===== src/rtl/core/imh_pkg.sv =====
// Shared types and constants for the indexed min-heap core.
// Depends on nothing; every other file in rtl/core imports it.
package imh_pkg;

  localparam int NODES  = 1024;
  localparam int NODE_W = $clog2(NODES);
  localparam int SLOT_W = $clog2(NODES + 1);
  localparam int KEY_W  = 32;

  localparam logic [1:0] CMD_INSERT  = 2'd0;
  localparam logic [1:0] CMD_CHANGE  = 2'd1;
  localparam logic [1:0] CMD_EXTRACT = 2'd2;

  localparam logic [2:0] ST_OK      = 3'd0;
  localparam logic [2:0] ST_EMPTY   = 3'd1;
  localparam logic [2:0] ST_FULL    = 3'd2;
  localparam logic [2:0] ST_PRESENT = 3'd3;
  localparam logic [2:0] ST_ABSENT  = 3'd4;

  typedef struct packed {
    logic [1:0]        cmd;
    logic [NODE_W-1:0] node;
    logic [KEY_W-1:0]  key;
  } in_word_t;

  typedef struct packed {
    logic [NODE_W-1:0] node_out;
    logic [KEY_W-1:0]  key_out;
    logic [SLOT_W-1:0] entries;
    logic [2:0]        status;
  } out_word_t;

  typedef enum logic [3:0] {
    S_CLEAR, S_IDLE, S_DECODE, S_X_KEY, S_P_KEY,
    S_RISE_RD, S_RISE_KEY, S_RISE_CMP,
    S_SINK_RD, S_SINK_KEY, S_SINK_CMP, S_PUT, S_EMIT
  } state_t;

  typedef enum logic [4:0] {
    OP_NONE, OP_CLR, OP_LOAD, OP_ERR, OP_PRES, OP_PRES_K, OP_INS, OP_CHG,
    OP_X_A, OP_X_B, OP_RISE_RD, OP_SINK_RD, OP_KEY_RD, OP_RISE_MV,
    OP_SINK_MV, OP_PUT, OP_EMIT
  } dp_op_t;

  typedef struct packed {
    dp_op_t     op;
    logic [2:0] st;
  } dp_cmd_t;

  typedef struct packed {
    logic [1:0] cmd;
    logic       clr_done;
    logic       empty;
    logic       full;
    logic       present;
    logic       bad_node;
    logic       absent;
    logic       multi;
    logic       at_root;
    logic       less;
    logic       leaf;
    logic       more;
  } dp_stat_t;

endpackage


===== src/rtl/core/imh_ctrl.sv =====
// Controller state machine of the indexed min-heap: sequences the
// datapath through checks, sift-up and sift-down. Depends on imh_pkg.
module imh_ctrl (
  input  logic              clk,
  input  logic              rst_n,
  input  logic              start,
  input  imh_pkg::dp_stat_t dp_stat,
  output imh_pkg::dp_cmd_t  dp_cmd,
  output logic              busy
);
  import imh_pkg::*;

  state_t state_r, state_nxt;
  logic   after_rise;

  // A changed key sinks after it has risen; an inserted one is placed.
  assign after_rise = (dp_stat.cmd == CMD_CHANGE);

  always_ff @(posedge clk) begin
    if (!rst_n) state_r <= S_CLEAR;
    else state_r <= state_nxt;
  end

  always_comb begin
    state_nxt = state_r;
    unique case (state_r)
      S_CLEAR:    if (dp_stat.clr_done) state_nxt = S_IDLE;
      S_IDLE:     if (start) state_nxt = S_DECODE;
      S_DECODE: begin
        case (dp_stat.cmd)
          CMD_EXTRACT: state_nxt = dp_stat.empty ? S_EMIT : S_X_KEY;
          CMD_INSERT: begin
            if (dp_stat.bad_node) state_nxt = S_EMIT;
            else if (dp_stat.present) state_nxt = S_P_KEY;
            else if (dp_stat.full) state_nxt = S_EMIT;
            else state_nxt = S_RISE_RD;
          end
          CMD_CHANGE:
            state_nxt = (dp_stat.bad_node || dp_stat.absent) ? S_EMIT : S_RISE_RD;
          default:    state_nxt = S_EMIT;
        endcase
      end
      S_X_KEY:    state_nxt = dp_stat.multi ? S_SINK_RD : S_EMIT;
      S_P_KEY:    state_nxt = S_EMIT;
      S_RISE_RD: begin
        if (dp_stat.at_root) state_nxt = after_rise ? S_SINK_RD : S_PUT;
        else state_nxt = S_RISE_KEY;
      end
      S_RISE_KEY: state_nxt = S_RISE_CMP;
      S_RISE_CMP: begin
        if (dp_stat.less) state_nxt = S_RISE_RD;
        else state_nxt = after_rise ? S_SINK_RD : S_PUT;
      end
      S_SINK_RD:  state_nxt = dp_stat.leaf ? S_PUT : S_SINK_KEY;
      S_SINK_KEY: state_nxt = S_SINK_CMP;
      S_SINK_CMP: state_nxt = dp_stat.more ? S_SINK_RD : S_PUT;
      S_PUT:      state_nxt = S_EMIT;
      S_EMIT:     state_nxt = S_IDLE;
      default:    state_nxt = S_IDLE;
    endcase
  end

  always_comb begin
    dp_cmd.op = OP_NONE;
    dp_cmd.st = ST_OK;
    busy = (state_r != S_IDLE);
    unique case (state_r)
      S_CLEAR: dp_cmd.op = OP_CLR;
      S_IDLE:  if (start) dp_cmd.op = OP_LOAD;
      S_DECODE: begin
        case (dp_stat.cmd)
          CMD_EXTRACT: begin
            if (dp_stat.empty) begin
              dp_cmd.op = OP_ERR; dp_cmd.st = ST_EMPTY;
            end else dp_cmd.op = OP_X_A;
          end
          CMD_INSERT: begin
            if (dp_stat.bad_node) begin
              dp_cmd.op = OP_ERR; dp_cmd.st = ST_ABSENT;
            end else if (dp_stat.present) dp_cmd.op = OP_PRES;
            else if (dp_stat.full) begin
              dp_cmd.op = OP_ERR; dp_cmd.st = ST_FULL;
            end else dp_cmd.op = OP_INS;
          end
          CMD_CHANGE: begin
            if (dp_stat.bad_node || dp_stat.absent) begin
              dp_cmd.op = OP_ERR; dp_cmd.st = ST_ABSENT;
            end else dp_cmd.op = OP_CHG;
          end
          default: begin
            dp_cmd.op = OP_ERR; dp_cmd.st = ST_OK;
          end
        endcase
      end
      S_X_KEY:    dp_cmd.op = OP_X_B;
      S_P_KEY:    dp_cmd.op = OP_PRES_K;
      S_RISE_RD:  if (!dp_stat.at_root) dp_cmd.op = OP_RISE_RD;
      S_RISE_KEY: dp_cmd.op = OP_KEY_RD;
      S_RISE_CMP: if (dp_stat.less) dp_cmd.op = OP_RISE_MV;
      S_SINK_RD:  if (!dp_stat.leaf) dp_cmd.op = OP_SINK_RD;
      S_SINK_KEY: dp_cmd.op = OP_KEY_RD;
      S_SINK_CMP: if (dp_stat.more) dp_cmd.op = OP_SINK_MV;
      S_PUT:      dp_cmd.op = OP_PUT;
      S_EMIT:     dp_cmd.op = OP_EMIT;
      default:    dp_cmd.op = OP_NONE;
    endcase
  end

endmodule


===== config.mk =====
export PLATFORM = sky130hd
export DESIGN_NAME = imh_ctrl
export DESIGN_NICKNAME = d
export VERILOG_FILES = /design/src/rtl/core/imh_pkg.sv /design/src/rtl/core/imh_ctrl.sv
export SDC_FILE = /design/constraint.sdc
export NUM_CORES = 1
export LEC_CHECK = 0
export BUFFER_PORTS_ARGS = -buffer_cell sky130_fd_sc_hd__buf_2
export CORE_MARGIN = 4
export CORE_UTILIZATION = 45
export CTS_BUF_LIST = sky130_fd_sc_hd__clkbuf_2
export DETAILED_ROUTE_END_ITERATION = 8
export GPL_ROUTABILITY_DRIVEN = 0
export HOLD_SLACK_MARGIN = 0.06
export PLACE_DENSITY = 0.71
export SLEW_MARGIN = 20
export SYNTH_ARGS = -nofsm -noshare
export SYNTH_HDL_FRONTEND = slang
export SYNTH_SLANG_ARGS = --single-unit

===== constraint.sdc =====
create_clock -name clk -period 2.1 [get_ports clk]
set_clock_uncertainty 0.2 [all_clocks]
set_input_delay 0.42 -clock clk [delete_from_list [all_inputs] [get_ports clk]]
set_output_delay 0.42 -clock clk [all_outputs]
set_load 0.005 [all_outputs]

==> impl_metrics.py <==
metrics = {
    "power": {
        "fin_total_pwr_w": 0.000277,
        "leakage_nw": 0.410,
        "peakVddDrop_v": 0.000114,
        "pwr_density_cell_mw_per_mm2": 288,
    },
    "detailed_routing": {
        "drtPass1Iterations": 6,
        "wl_um": 2260,
        "drcViolationCount": 0,
        "viasPerCell": 6.05,
        "drtAntennaViolNets": 0,
        "routed-via-count": 932,
        "drtIter0Drc": 53,
        "avgRoutedWirePerCell_um": 14.6,
    },
    "final_layout": {
        "top_regs": "state_r (4)",
        "final_util": 0.721,
        "drive_gt1_frac": 0.396,
        "largest_reg_flops": 4,
        "diodes": 0,
        "area_growth_pct": 46.2,
        "fin_nets": 157,
        "mostFrequentLayoutCells": "buf_2, buf_4, a21oi_1, nor2_1, nand2_1",
        "regMostFlops": "state_r",
        "final_common_cell": "buf_2",
    },
    "flow_run": {
        "drv_cap": 0,
    },
    "die": {
        "die_w_um": 46.2,
        "initial_core_util": 0.493,
        "die_area_mm2": 0.00214,
        "die-height_um": 46.2,
        "rows": 13,
        "core_area_mm2": 0.00133,
        "io_pins": 25,
    },
    "worst_hold_path": {
        "hp-class": "in -> reg",
    },
    "clocking": {
        "clock-root-buffer": "clkbuf_2",
        "cts.sinks": 4,
        "clkTransAtPathRegs_ns": 0.04,
        "clk_latency_ns": 0.21,
        "cts_hold_buf": 0,
        "clk_path_buf_depth": 2,
        "ctsHtreeMaxLevel": 1,
        "cts_tree": "yes",
        "cts_inserted_buffers": 3,
    },
    "synth": {
        "synth_edf_count": 0,
        "synthesis.area_um2": 658,
        "yosys_most_used_dff": "dfxtp_1",
        "synth_seq_cells": 4,
        "async_flop_share": 0,
        "ys_seq_area_frac": 0.122,
        "syn_area_per_cell_um2": 6.27,
        "ys_warn_count": 0,
        "synth_cell_types": 31,
        "netlist_instances": 105,
        "syn-num-nets": 121,
    },
    "sta": {
        "hold_violations": 0,
        "drv_slew": 0,
        "relSlewSlack": 0.770,
        "finalCriticalPeriod_ns": 2.16,
        "finalCritPeriodShare": 1.03,
        "fmax_ghz": 0.463,
        "fin_tns_setup_ns": -0.0604,
        "fin_ws_ns": -0.0604,
        "rsz0062_at_grt": "true",
        "tightestPinTransition_ns": 0.343,
        "setup_violations": 1,
    },
    "setup_path": {
        "worst-path-buf-inv": 2,
        "cp.arrival_ns": 1.54,
        "end_kind": "output port",
        "slowest_stage": "o211ai_1",
        "reg2reg_slack_ns": 0.46,
        "worstPathMaxFanout": 3,
        "worstPathRequired_ns": 1.48,
        "cpPeakStageDelay_ns": 0.32,
        "path_class": "in -> out",
        "path_cells": "buf_6 -> nand2b_4 -> o211ai_1 -> o32ai_2 -> a221o_1 -> buf_2",
        "cp-start-kind": "primary input",
        "path_delay_family": "compound AO/OA/AOI/OAI gates",
    },
    "grt": {
        "antenna_found_initial": 0,
        "grt_overflow_total": 0,
        "grt_pass1_vias": 780,
        "grt_max_degree": 19,
        "grt_pass1_wl_um": 3420,
        "grtUsageTotal": 0.215,
    },
    "status": {
        "violations": "setup timing",
        "outcome": "complete, but fails checks",
    },
    "placed_design": {
        "dp_hpwl_um": 1580,
        "portBuffers": 24,
    },
}
[metrics by stage]
| stage | hold slack [ns] | setup WS, ns | instances | instance area (µm²) |
|---|---|---|---|---|
| floorplan | 0.351 | 0.193 | 105 | 658 |
| global placement | 0.474 | 0.00793 | 149 | 853 |
| detailed placement | 0.483 | -0.00331 | 149 | 853 |
| CTS | 0.270 | 0.0100 | 152 | 891 |
| global route | 0.265 | -0.105 | 154 | 962 |
| finish | 0.258 | -0.0604 | 154 | 962 |
[worst reg2reg max path: cells and delay by family (launching register included)]
kind,cells,cell delay (ns)
flip-flops,1,0.37
buffers and inverters,1,0.19
AO/OA/AOI/OAI,2,0.54
AND/OR/NAND/NOR,2,0.22
[what timing repair did]
| action | in CTS | in global routing |
|---|---|---|
| pin swaps | 0 | 6 |
| resized for setup | 9 | 13 |
| buffers inserted | 0 | 2 |
| setup endpoints to repair | 5 | 6 |
[layer usage]
| metal | share of wire | vias up | GRT usage |
|---|---|---|---|
| li1 | - | 460 | - |
| met1 | 0.42 | 411 | 0.300 |
| met2 | 0.46 | 55 | 0.363 |
| met3 | 0.097 | 6 | 0.0117 |
| met4 | 0.024 | 0 | 0.0341 |
| met5 | 0 | - | 0 |
[path summary, 6_finish.rpt]
kind                                  from         end  cells after the start
worst max-delay path            dp_stat[7]   dp_cmd[5]                      6
worst min-delay path                 rst_n  state_r[0]                      2
worst max register to register  state_r[2]  state_r[2]                      5
worst min register to register  state_r[0]  state_r[1]                      3
[final cells by class]
cell class | count | area (µm²)
clock buffer | 3 | 15.0
fill | 106 | 372
inverter | 3 | 11.3
multi-input combinational | 91 | 586
sequential | 4 | 87.6
tap | 15 | 18.8
timing repair buffer | 38 | 244
[where the power goes]
group	internal [W]	leakage [nW]	switching [W]
Clock	0.0000384	0.0125	0.0000335
Combinational	0.0000599	0.363	0.0000615
Sequential	0.0000782	0.0346	0.00000515
[synth_stat cells, types with 3 or more instances]
| cell | instances | area (µm²) |
|---|---|---|
| inv_1 | 3 | 11.3 |
| o21ai_0 | 6 | 30.0 |
| buf_2 | 6 | 30.0 |
| nand2b_1 | 8 | 50.1 |
| dfxtp_1 | 4 | 80.1 |
| a21oi_1 | 11 | 55.1 |
| nand2_1 | 9 | 33.8 |
| nor3_1 | 6 | 30.0 |
| nor2b_1 | 6 | 37.5 |
| nor2_1 | 12 | 45.0 |
| o32ai_1 | 3 | 26.3 |
| nand3_1 | 6 | 30.0 |
[cells by family (layout without fill, tap and decap cells)]
kind of cell | Yosys count | in the layout | synth area share
buffers and inverters | 10 | 44 | 0.0684
muxes | 1 | 1 | 0.0152
and+or+nand+nor | 54 | 54 | 0.433
DFF | 4 | 4 | 0.122
AOI/OAI and AO/OA | 36 | 36 | 0.361
Note: power is estimated with default switching activity, not from simulation.
